### src/array_sequence_engine_assert.svh
// ----------------------------------------------------------------------------
// array sequence engine assertion macros
// shared concurrent assertion forms, sampled on clk, disabled while rst_n is low
// ----------------------------------------------------------------------------
`ifndef ARRAY_SEQUENCE_ENGINE_ASSERT_SVH
`define ARRAY_SEQUENCE_ENGINE_ASSERT_SVH

// consequent holds in the same cycle as the antecedent
`define ASE_ASSERT_SAME(label, ante, cons, msg) \
  label: assert property (@(posedge clk) disable iff (!rst_n) (ante) |-> (cons)) \
    else $error(msg);

// consequent holds in the cycle after the antecedent
`define ASE_ASSERT_NEXT(label, ante, cons, msg) \
  label: assert property (@(posedge clk) disable iff (!rst_n) (ante) |=> (cons)) \
    else $error(msg);

`endif

### src/ase_pkg.sv
// ----------------------------------------------------------------------------
// ase_pkg
// shared constants, command and status codes, and interface structs
// ----------------------------------------------------------------------------
package ase_pkg;

  localparam int CAPACITY    = 256;
  localparam int VALUE_WIDTH = 32;
  localparam int IDX_W       = $clog2(CAPACITY);
  localparam int CNT_W       = $clog2(CAPACITY + 1);

  // fixed port widths
  localparam int CMD_W    = 3;
  localparam int POS_W    = 8;
  localparam int DATA_W   = 32;
  localparam int STATUS_W = 2;
  localparam int COUNT_W  = 9;

  typedef enum logic [CMD_W-1:0] {
    CMD_INSERT_AT     = 3'd0,
    CMD_INSERT_SORTED = 3'd1,
    CMD_ERASE_AT      = 3'd2,
    CMD_REMOVE_ALL    = 3'd3,
    CMD_READ_AT       = 3'd4,
    CMD_WRITE_AT      = 3'd5,
    CMD_FIND          = 3'd6
  } cmd_t;

  typedef enum logic [STATUS_W-1:0] {
    ST_OK        = 2'd0,
    ST_REJECT    = 2'd1,
    ST_NOT_FOUND = 2'd2
  } status_t;

  typedef struct packed {
    logic                   re;
    logic [IDX_W-1:0]       raddr;
    logic                   we;
    logic [IDX_W-1:0]       waddr;
    logic [VALUE_WIDTH-1:0] wdata;
  } mem_req_t;

  typedef struct packed {
    status_t                status;
    logic [IDX_W-1:0]       index;
    logic [VALUE_WIDTH-1:0] value;
    logic [CNT_W-1:0]       removed;
    logic [CNT_W-1:0]       count;
  } res_t;

endpackage

### src/ase_seq.sv
// ----------------------------------------------------------------------------
// ase_seq
// command sequencer: scans, shifts and compacts the entry ram one entry a cycle
// ----------------------------------------------------------------------------
`include "array_sequence_engine_assert.svh"

module ase_seq (
  input  logic                          clk,
  input  logic                          rst_n,
  input  logic                          in_valid,
  output logic                          in_stall,
  input  logic [ase_pkg::CMD_W-1:0]     in_cmd,
  input  logic [ase_pkg::POS_W-1:0]     in_position,
  input  logic [ase_pkg::DATA_W-1:0]    in_data_value,
  output ase_pkg::mem_req_t             mem_req,
  input  logic [ase_pkg::VALUE_WIDTH-1:0] mem_rdata,
  output logic                          res_valid,
  input  logic                          res_ready,
  output ase_pkg::res_t                 res
);

  localparam int VW = ase_pkg::VALUE_WIDTH;
  localparam int IW = ase_pkg::IDX_W;
  localparam int CW = ase_pkg::CNT_W;
  localparam logic [CW-1:0] CAP_CNT = CW'(ase_pkg::CAPACITY);

  typedef enum logic [5:0] {
    S_IDLE     = 6'b000001,
    S_SCAN     = 6'b000010,
    S_SHIFT_UP = 6'b000100,
    S_SHIFT_DN = 6'b001000,
    S_ACCESS   = 6'b010000,
    S_FINISH   = 6'b100000
  } state_t;

  state_t          state_r, state_nxt;
  logic [CW-1:0]   cnt_r, cnt_nxt;
  ase_pkg::cmd_t   cmd_r, cmd_nxt;
  logic [IW-1:0]   pos_r, pos_nxt;
  logic [VW-1:0]   val_r, val_nxt;
  logic [CW-1:0]   ptr_r, ptr_nxt;
  logic [IW-1:0]   ridx_r, ridx_nxt;
  logic            rvld_r, rvld_nxt;
  logic [CW-1:0]   wptr_r, wptr_nxt;
  logic [CW-1:0]   rem_r, rem_nxt;
  ase_pkg::res_t   res_r, res_nxt;

  logic [CW-1:0]   in_pos_ext;
  logic            hit_eq, hit_ge, scan_hit;

  assign in_pos_ext = CW'(in_position);
  assign hit_eq     = (mem_rdata == val_r);
  assign hit_ge     = !(mem_rdata < val_r);
  assign scan_hit   = rvld_r && (((cmd_r == ase_pkg::CMD_FIND) && hit_eq) ||
                                 ((cmd_r == ase_pkg::CMD_INSERT_SORTED) && hit_ge));

  always_comb begin
    state_nxt = state_r;
    cnt_nxt   = cnt_r;
    cmd_nxt   = cmd_r;
    pos_nxt   = pos_r;
    val_nxt   = val_r;
    ptr_nxt   = ptr_r;
    ridx_nxt  = ridx_r;
    rvld_nxt  = rvld_r;
    wptr_nxt  = wptr_r;
    rem_nxt   = rem_r;
    res_nxt   = res_r;
    mem_req   = '0;
    res_valid = 1'b0;

    unique case (state_r)
      S_IDLE: begin
        if (in_valid) begin
          cmd_nxt  = ase_pkg::cmd_t'(in_cmd);
          pos_nxt  = IW'(in_position);
          val_nxt  = VW'(in_data_value);
          ptr_nxt  = '0;
          wptr_nxt = '0;
          rem_nxt  = '0;
          rvld_nxt = 1'b0;
          res_nxt  = '{status: ase_pkg::ST_REJECT, index: '0, value: '0,
                       removed: '0, count: cnt_r};
          state_nxt = S_FINISH;
          unique case (ase_pkg::cmd_t'(in_cmd))
            ase_pkg::CMD_INSERT_AT: begin
              if (cnt_r < CAP_CNT && in_pos_ext <= cnt_r) begin
                ptr_nxt   = cnt_r;
                state_nxt = S_SHIFT_UP;
              end
            end
            ase_pkg::CMD_INSERT_SORTED: begin
              if (cnt_r < CAP_CNT) begin
                state_nxt = S_SCAN;
              end
            end
            ase_pkg::CMD_ERASE_AT: begin
              if (in_pos_ext < cnt_r) begin
                ptr_nxt   = in_pos_ext + CW'(1);
                state_nxt = S_SHIFT_DN;
              end
            end
            ase_pkg::CMD_REMOVE_ALL,
            ase_pkg::CMD_FIND: begin
              state_nxt = S_SCAN;
            end
            ase_pkg::CMD_READ_AT,
            ase_pkg::CMD_WRITE_AT: begin
              if (in_pos_ext < cnt_r) begin
                state_nxt = S_ACCESS;
              end
            end
            default: begin
              state_nxt = S_FINISH;
            end
          endcase
        end
      end

      S_SCAN: begin
        // compaction for remove_all: keep entries that differ from the value
        if (cmd_r == ase_pkg::CMD_REMOVE_ALL && rvld_r) begin
          if (!hit_eq) begin
            mem_req.we    = 1'b1;
            mem_req.waddr = wptr_r[IW-1:0];
            mem_req.wdata = mem_rdata;
            wptr_nxt      = wptr_r + CW'(1);
          end else begin
            rem_nxt = rem_r + CW'(1);
          end
        end
        if (scan_hit) begin
          rvld_nxt = 1'b0;
          if (cmd_r == ase_pkg::CMD_FIND) begin
            res_nxt   = '{status: ase_pkg::ST_OK, index: ridx_r, value: '0,
                          removed: '0, count: cnt_r};
            state_nxt = S_FINISH;
          end else begin
            pos_nxt   = ridx_r;
            ptr_nxt   = cnt_r;
            state_nxt = S_SHIFT_UP;
          end
        end else if (ptr_r >= cnt_r) begin
          rvld_nxt = 1'b0;
          priority case (cmd_r)
            ase_pkg::CMD_FIND: begin
              res_nxt   = '{status: ase_pkg::ST_NOT_FOUND, index: '0, value: '0,
                            removed: '0, count: cnt_r};
              state_nxt = S_FINISH;
            end
            ase_pkg::CMD_INSERT_SORTED: begin
              pos_nxt   = cnt_r[IW-1:0];
              ptr_nxt   = cnt_r;
              state_nxt = S_SHIFT_UP;
            end
            default: begin
              cnt_nxt   = wptr_nxt;
              res_nxt   = '{status: ase_pkg::ST_OK, index: '0, value: '0,
                            removed: rem_nxt, count: wptr_nxt};
              state_nxt = S_FINISH;
            end
          endcase
        end else begin
          mem_req.re    = 1'b1;
          mem_req.raddr = ptr_r[IW-1:0];
          ridx_nxt      = ptr_r[IW-1:0];
          ptr_nxt       = ptr_r + CW'(1);
          rvld_nxt      = 1'b1;
        end
      end

      S_SHIFT_UP: begin
        if (rvld_r) begin
          mem_req.we    = 1'b1;
          mem_req.waddr = ridx_r + IW'(1);
          mem_req.wdata = mem_rdata;
        end else if (ptr_r == CW'(pos_r)) begin
          mem_req.we    = 1'b1;
          mem_req.waddr = pos_r;
          mem_req.wdata = val_r;
          cnt_nxt       = cnt_r + CW'(1);
          res_nxt       = '{status: ase_pkg::ST_OK, index: pos_r, value: '0,
                            removed: '0, count: cnt_r + CW'(1)};
          state_nxt     = S_FINISH;
        end
        if (ptr_r > CW'(pos_r)) begin
          mem_req.re    = 1'b1;
          mem_req.raddr = IW'(ptr_r - CW'(1));
          ridx_nxt      = IW'(ptr_r - CW'(1));
          ptr_nxt       = ptr_r - CW'(1);
          rvld_nxt      = 1'b1;
        end else begin
          rvld_nxt = 1'b0;
        end
      end

      S_SHIFT_DN: begin
        if (rvld_r) begin
          mem_req.we    = 1'b1;
          mem_req.waddr = ridx_r - IW'(1);
          mem_req.wdata = mem_rdata;
        end
        if (ptr_r < cnt_r) begin
          mem_req.re    = 1'b1;
          mem_req.raddr = ptr_r[IW-1:0];
          ridx_nxt      = ptr_r[IW-1:0];
          ptr_nxt       = ptr_r + CW'(1);
          rvld_nxt      = 1'b1;
        end else begin
          rvld_nxt  = 1'b0;
          cnt_nxt   = cnt_r - CW'(1);
          res_nxt   = '{status: ase_pkg::ST_OK, index: '0, value: '0,
                        removed: '0, count: cnt_r - CW'(1)};
          state_nxt = S_FINISH;
        end
      end

      S_ACCESS: begin
        if (cmd_r == ase_pkg::CMD_WRITE_AT) begin
          mem_req.we    = 1'b1;
          mem_req.waddr = pos_r;
          mem_req.wdata = val_r;
          res_nxt       = '{status: ase_pkg::ST_OK, index: '0, value: '0,
                            removed: '0, count: cnt_r};
          state_nxt     = S_FINISH;
        end else if (!rvld_r) begin
          mem_req.re    = 1'b1;
          mem_req.raddr = pos_r;
          rvld_nxt      = 1'b1;
        end else begin
          rvld_nxt  = 1'b0;
          res_nxt   = '{status: ase_pkg::ST_OK, index: '0, value: mem_rdata,
                        removed: '0, count: cnt_r};
          state_nxt = S_FINISH;
        end
      end

      S_FINISH: begin
        res_valid = 1'b1;
        if (res_ready) begin
          state_nxt = S_IDLE;
        end
      end

      default: begin
        state_nxt = S_IDLE;
        rvld_nxt  = 1'b0;
      end
    endcase
  end

  always_ff @(posedge clk) begin
    if (!rst_n) begin
      state_r <= S_IDLE;
      cnt_r   <= '0;
      rvld_r  <= 1'b0;
    end else begin
      state_r <= state_nxt;
      cnt_r   <= cnt_nxt;
      rvld_r  <= rvld_nxt;
    end
  end

  always_ff @(posedge clk) begin
    cmd_r  <= cmd_nxt;
    pos_r  <= pos_nxt;
    val_r  <= val_nxt;
    ptr_r  <= ptr_nxt;
    ridx_r <= ridx_nxt;
    wptr_r <= wptr_nxt;
    rem_r  <= rem_nxt;
    res_r  <= res_nxt;
  end

  assign in_stall = (state_r != S_IDLE);
  assign res      = res_r;

  `ASE_ASSERT_NEXT(a_accept_leaves_idle, in_valid && !in_stall, state_r != S_IDLE, "accepted command left sequencer idle")
  `ASE_ASSERT_SAME(a_no_same_entry, mem_req.we && mem_req.re, mem_req.waddr != mem_req.raddr, "read and write hit the same entry")
  `ASE_ASSERT_NEXT(a_idle_count_holds, state_r == S_IDLE, $stable(cnt_r), "entry count moved while idle")
  `ASE_ASSERT_SAME(a_read_in_work_state, rvld_r, state_r == S_SCAN || state_r == S_SHIFT_UP || state_r == S_SHIFT_DN || state_r == S_ACCESS, "read pending outside a work state")

endmodule
### config.mk
export PLATFORM = sky130hd
export DESIGN_NAME = ase_seq
export DESIGN_NICKNAME = d
export VERILOG_FILES = /design/src/ase_pkg.sv /design/src/ase_seq.sv
export VERILOG_INCLUDE_DIRS = /design/src /design/src/src
export SDC_FILE = /design/constraint.sdc
export NUM_CORES = 1
export LEC_CHECK = 0
export ABC_AREA = 1
export BUFFER_PORTS_ARGS = -buffer_cell sky130_fd_sc_hd__buf_2
export CORE_MARGIN = 2
export CORE_UTILIZATION = 40
export DETAILED_ROUTE_END_ITERATION = 8
export HOLD_SLACK_MARGIN = 0.02
export PLACE_DENSITY_LB_ADDON = 0.15
export REMOVE_ABC_BUFFERS = 1
export SYNTH_ARGS = -nofsm -noshare
export SYNTH_HDL_FRONTEND = slang
export SYNTH_SLANG_ARGS = --single-unit
export TNS_END_PERCENT = 1
### constraint.sdc
create_clock -name clk -period 10.4 [get_ports clk]
set_input_delay 2.08 -clock clk [delete_from_list [all_inputs] [get_ports clk]]
set_output_delay 2.08 -clock clk [all_outputs]
set_load 0.005 [all_outputs]
=== After elaboration in Yosys (flattened, before gate mapping) ===
Index checks and enable logic that the tools add are counted.

* Add/subtract/negate cells: 9
* Multipliers: 0
* Div/mod/pow operators: 0
* Order comparisons: 7
* Equal/unequal tests: 38
* Shift-type cells: 0
* Mux-type cells: 86
* Bitwise operators: 1
* Reduce and logical (&&, ||, !) cells: 24

{| class="wikitable"
|+ Operator list
! kind !! number
|-
| 60-bit two-way mux || 9
|-
| 60-bit case mux with 5 select lines || 1
|-
| 41-bit two-way mux || 6
|-
| 9-bit two-way mux || 26
|-
| 50-bit case mux with 4 select lines || 1
|-
| 60-bit case mux with 2 select lines || 1
|-
| 6-bit two-way mux || 15
|-
| 8-bit two-way mux || 9
|-
| 9-bit case mux with 2 select lines || 3
|-
| 9-bit by 1-bit adder with 9-bit output (second input constant) || 4
|-
| 6-bit case mux with 6 select lines || 1
|-
| 9-bit case mux with 4 select lines || 1
|-
| 32-bit == test || 1
|-
| 32-bit less-than comparator || 1
|-
| 6-bit case mux with 5 select lines || 1
|-
| 9-bit case mux with 3 select lines || 1
|-
| 2-bit inequality test (second input constant) || 12
|-
| 8-bit case mux with 3 select lines || 1
|-
| 3-bit inequality test (second input constant) || 6
|-
| 9-bit by 1-bit subtractor with 9-bit output (second input constant) || 2
|-
| 8-bit case mux with 2 select lines || 1
|-
| 3-bit == test (second input constant) || 5
|-
| 7-bit AND reduction || 2
|-
| 5-bit AND reduction || 2
|-
| other kinds (36) || 53
|}

* Register bits: 154
* Latch bits: 0
* Memory bits (writable): 0
* ROM bits: 0
* Output and inout bits: 112
* Memories: 0

=== Depth between registers and ports, before layout ===
* Depth in word-level cells: 7
* Depth in mapped cells: 21
* Gate-level depth less buffers: 21

=== Worst setup path after synthesis ===
No wires, ideal clock.

* Path type: input port to flip-flop
* Start: input port mem_rdata[23] (netlist name)
* End: register res_r, in the netlist res[0] (enable)
* Library setup time: 479 ps
* Data arrival time: 6,171 ps
* Setup slack: 3,750 ps
* Stages: 15
* Buffers on the path: 0
* Cell sequence: ha_1 nand2_1 nor2_1 nand2_1 nor3_2 nand2_2 inv_2 nand2_1 nand2_2 nand2_4 nand3_2 nand2_1 clkinv_1 nand2_1 nor2_1

* Longest elaborated chain between the ends: 7
* Elaborated cells between the ends (all ways): 11
* Those cells by class: order compare (1); eq/ne (4); reduce/logical (6)

{| class="wikitable"
|+ Ends and longest elaborated chain
! element !! line !! text
|-
| start, declared || ase_seq.sv:16 || <nowiki>input logic [ase_pkg::VALUE_WIDTH-1:0] mem_rdata,</nowiki>
|-
| 32-bit less-than comparator || ase_seq.sv:53 || <nowiki>assign hit_ge = !(mem_rdata < val_r);</nowiki>
|-
| 1-bit logical NOT || ase_seq.sv:53 ||
|-
| 1-bit logical AND || ase_seq.sv:55 || <nowiki>((cmd_r == ase_pkg::CMD_INSERT_SORTED) && hit_ge));</nowiki>
|-
| 1-bit logical OR (*) || ase_seq.sv:54 || <nowiki>assign scan_hit = rvld_r && (((cmd_r == ase_pkg::CMD_FIND) && hit_eq) ||</nowiki>
|-
| 1-bit logical AND (*) || ase_seq.sv:54 ||
|-
| 3-bit inequality test (no line) || -- ||
|-
| 9-bit AND reduction (no line) (*) || -- ||
|-
| end signal, assigned || ase_seq.sv:272 || <nowiki>res_r <= res_nxt;</nowiki>
|-
| end, declared || ase_seq.sv:46 || <nowiki>ase_pkg::res_t res_r, res_nxt;</nowiki>
|}

Every way passes the cells marked *; elsewhere a longest branch is shown, timed or not.
A chain may end at the register's enable or synchronous reset.

==> impl_summary.md <==
Yosys
The sequential area share after synthesis is 0.421. Among all flip-flop cells after synthesis, the most frequent one is edfxtp_1. The share of async-settable or async-resettable flops after synthesis is 0. The post-synthesis average cell area is 8.22 um^2. The count of distinct cell types in the synthesized netlist is 53. The proportion of netlist area held by the largest area contributor is 0.391. The cell area after synthesis is 0.0106 mm^2. The number of enable-type register cells in the synthesized netlist is 138.

Yosys printed 0 warnings. The cell accounting for the most synthesized area is edfxtp_1. In the post-synthesis netlist, the biggest area contributors are edfxtp_1 39%, nand2_1 8.8%, ha_1 8.0%. The synthesized instance count is 1290. The total of flip-flops plus latches after synthesis is 154.

Routing
After detailed routing, the total wire length is 33200 um. For this block, the initial DRC count from the detailed router was 957. The average wire per standard cell is 18.3 um. After detailed routing, the number of vias per cell comes to 5.40.

The detailed-route DRC error count is 0. The first TritonRoute pass finished after 8 iterations. The remaining antenna violation count is 0.

The total via count after detailed routing is 9799.

Final layout
The area growth from synthesis to layout is 18.1%. The number of diodes added for antenna fixing is 0. The number of nets in the layout is 1612. The share of layout cells above drive strength 1 is 0.212.

Clocking
The worst-skew pair later-pin latency is 0.43 ns. The maximum clock path buffer count is 2. In this run, post-CTS repair resized a total of 0 instances. TritonCTS built the clock tree. Counting every sink on the clock net gives 154. Clock tree synthesis selected as its root buffer the cell clkbuf_16.

The number of clock buffers added by TritonCTS is 17. For this design, the CTS-stage hold fixing added 0 buffers. Buffers added to address setup during post-CTS repair amount to 0. The post-CTS clock slew at the launch and capture registers of the worst setup and hold paths is 0.06 ns. The H-tree depth is 4.

Power
The clock power share is 0.212. Of the total power, the share spent switching nets is 0.426. The share of total power in sequential cells is 0.368. Internal power comes to 1890 uW. The areal power density over the cells is 263 mW/mm^2.

The worst-case IR drop observed on VDD is 0.200 mV. In this run the power spent charging and discharging nets is 1400 uW. The total power is 3290 uW. The analysis attributes to cell leakage a power of 0.00581 uW. The part of the total power dissipated in combinational logic is 0.419.

Timing
The time the final worst path needs with I/O delays and setup is 7.05 ns. The final count of pins violating max slew is 0. The slew at the pin with the worst max-slew slack is 0.950 ns. The highest attainable clock frequency is 142 MHz. The worst pin sits at a relative slew slack of 0.364. Setup repair after global routing left no endpoint under its margin. Setup total negative slack on the finished layout was measured at 0 ns. The part of the cycle the worst path needs is 0.678.

The count of endpoints failing hold in the final timing report came to 0. Setup violations remaining at the end of the flow were counted as 0. The clock arrives with 0.0161 ns of skew.

Worst setup path
The data required time of the worst path is 8.32 ns. By instance count, the cell type seen most on the critical path is nand2_1. The category of the most critical setup path is in -> out. In this run the worst path has a maximum fanout of 33. The cell family with the largest share of critical-path delay is simple AND/OR/NAND/NOR gates. The critical path's largest stage delay is 0.66 ns.

Walking the worst path, the cells encountered are buf_2 -> ha_1 -> nand2_1 -> nor2_1 -> nand2_1 -> nor3_2 -> nand2_2 -> nand2_1 -> nor2_2 -> inv_2 -> o21ai_2 -> inv_2 -> nand3_1 -> buf_2. The critical path startpoint category is a primary input. The cell with the biggest individual delay on the critical path is inv_2. The buffering stage count on the worst path with inverters included is 4. The arrival time at the worst endpoint is 4.97 ns.

STA classifies the critical path endpoint as an output port.

Global route
The number of global-route vias before repair was 9234. Entering global routing, the biggest net connects 47 pins. The number of antenna violations at the first check in global routing was 0.

The overall overflow remaining after global route is 0. The first global-routing pass estimated 51600 um of wire. The combined global-route utilization of all metal layers is 0.237.

Die
191 I/O pins were placed. The die boundary width is 167 um. The area of the core is 0.0261 mm^2. The starting utilization of the core area is 0.407. The area enclosed by the die boundary is 0.0278 mm^2. The number of core rows is 59. The floorplan step set the die height to 167 um.

Flow run
Across the run, the number of max-cap violations was 0.

Place
The number of port buffers is 190. The placer's final routability congestion estimate is 0.931. Summed over all nets, the half-perimeter wirelength after detailed placement is 24800 um.

Outcome
The run finished with clean final reports.

Worst hold path
The min-delay analysis places its worst path in the category reg -> reg.
-- placed cells by master (no fill, tap or decap), types with 5 or more instances in the layout --
cell / instances
inv_1: 186
ha_1: 68
nor4_1: 9
nor2_2: 7
o31ai_1: 6
nand2_1: 248
buf_4: 12
o22ai_2: 29
o21ai_0: 79
nand4_1: 24
dfxtp_1: 16
nor2_1: 107
o22ai_1: 10
edfxtp_1: 138
inv_6: 6
o211ai_1: 9
xnor2_1: 5
clkinv_1: 6
inv_2: 12
o221ai_1: 6
nor3_2: 5
or2_2: 9
xor2_1: 26
a21oi_1: 55
nor3_1: 54
nand3_1: 83
clkbuf_16: 17
buf_2: 190
-- per-layer routing --
| layer | vias to the layer above | track usage | part of all wire |
|---|---|---|---|
| met4 | 0 | 0.0682 | 0.020 |
| met2 | 372 | 0.386 | 0.47 |
| met3 | 46 | 0.0442 | 0.066 |
| met5 | - | 0 | 0 |
| met1 | 4610 | 0.323 | 0.44 |
| li1 | 4771 | - | - |
-- metrics by stage --
step | std cells | hold slack [ns] | utilization | instance area, um^2 | setup WS [ns]
after floorplan | 1244 | 0.474 | - | 10400 | 3.45
after global placement | 1781 | 0.511 | 0.456 | 11900 | 3.30
after detailed placement | 1781 | 0.522 | 0.456 | 11900 | 3.32
after CTS | 1813 | 0.536 | 0.480 | 12500 | 3.31
after global routing | 1813 | 0.588 | 0.480 | 12500 | 3.12
final | 1813 | 0.541 | 0.480 | 12500 | 3.35
-- synth_stat cells, types with 2 or more instances --
cell type / count
nand2_1: 248
inv_1: 186
edfxtp_1: 138
nor2_1: 109
nand3_1: 83
o21ai_0: 79
ha_1: 68
a21oi_1: 55
nor3_1: 54
clkbuf_1: 29
o22ai_2: 29
xor2_1: 26
nand4_1: 24
dfxtp_1: 16
inv_2: 12
o22ai_1: 10
nor4_1: 9
o211ai_1: 9
or2_2: 9
nor2_2: 7
buf_2: 6
clkinv_1: 6
o221ai_1: 6
o31ai_1: 6
nor3_2: 5
xnor2_1: 5
a31oi_1: 4
buf_4: 4
nand2_2: 4
o2111ai_1: 4
o21bai_1: 4
buf_1: 3
buf_6: 3
nand3_2: 3
nand3b_1: 3
o32ai_1: 3
a21o_1: 2
nor4_4: 2
o21a_1: 2
o21ai_2: 2
-- flip-flops by register name (all words and copies together) (netlist names) --
register / count
ptr_r: 9
ridx_r: 8
rem_r: 9
res: 60
state_r: 6
cmd_r: 3
pos_r: 8
val_r: 32
rvld_r: 1
wptr_r: 9
cnt_r: 9
-- final cells by class --
class,instances,area [um^2]
Clock buffer,17,425
Tap cell,335,419
Sequential cell,154,4460
Multi-Input combinational cell,886,5180
Clock inverter,15,221
Timing Repair Buffer,202,1040
Fill cell,2565,13500
Inverter,204,766
-- final timing paths --
path	end	startpoint	depth (start not counted)	slack [ns]
setup / recovery	mem_req[40]	mem_rdata[23]	14	3.35
hold / removal	cnt_r[6]	cnt_r[6]	2	0.54
setup reg to reg	res[42]	cnt_r[8]	12	5.69
hold reg to reg	cnt_r[6]	cnt_r[6]	2	0.54
-- power groups by stage --
stage,logic (uW),registers (uW),clock network (uW)
after CTS,1380,1210,711
after global routing,1560,1240,734
final,1380,1210,699
after detailed placement,1370,1220,0
after floorplan,853,1210,0
after global placement,1360,1220,0
-- worst register-to-register path: stages, from the launching register on --
cell      delay [ns]
dfxtp_1         0.51
clkinv_1        0.42
ha_1            0.46
nand2_1         0.08
or4_1           0.54
nand2_2         0.28
inv_2           0.12
nand3_2         0.22
nand2_1         0.25
clkinv_1        0.13
nand2_1         0.14
nor2_4          0.47
buf_4           0.64
-- logic make-up (layout without fill, tap and decap cells) --
group / Yosys count / after routing / synth area share
flip-flops: 154 / 154 / 0.421
adder cells (fa/ha/maj): 68 / 68 / 0.0803
AO/OA/AOI/OAI: 221 / 221 / 0.139
buffers and inverters: 250 / 438 / 0.0929
AND/OR/NAND/NOR: 566 / 566 / 0.241
XOR/XNOR: 31 / 31 / 0.0256
Power figures use the tool's default switching activity.
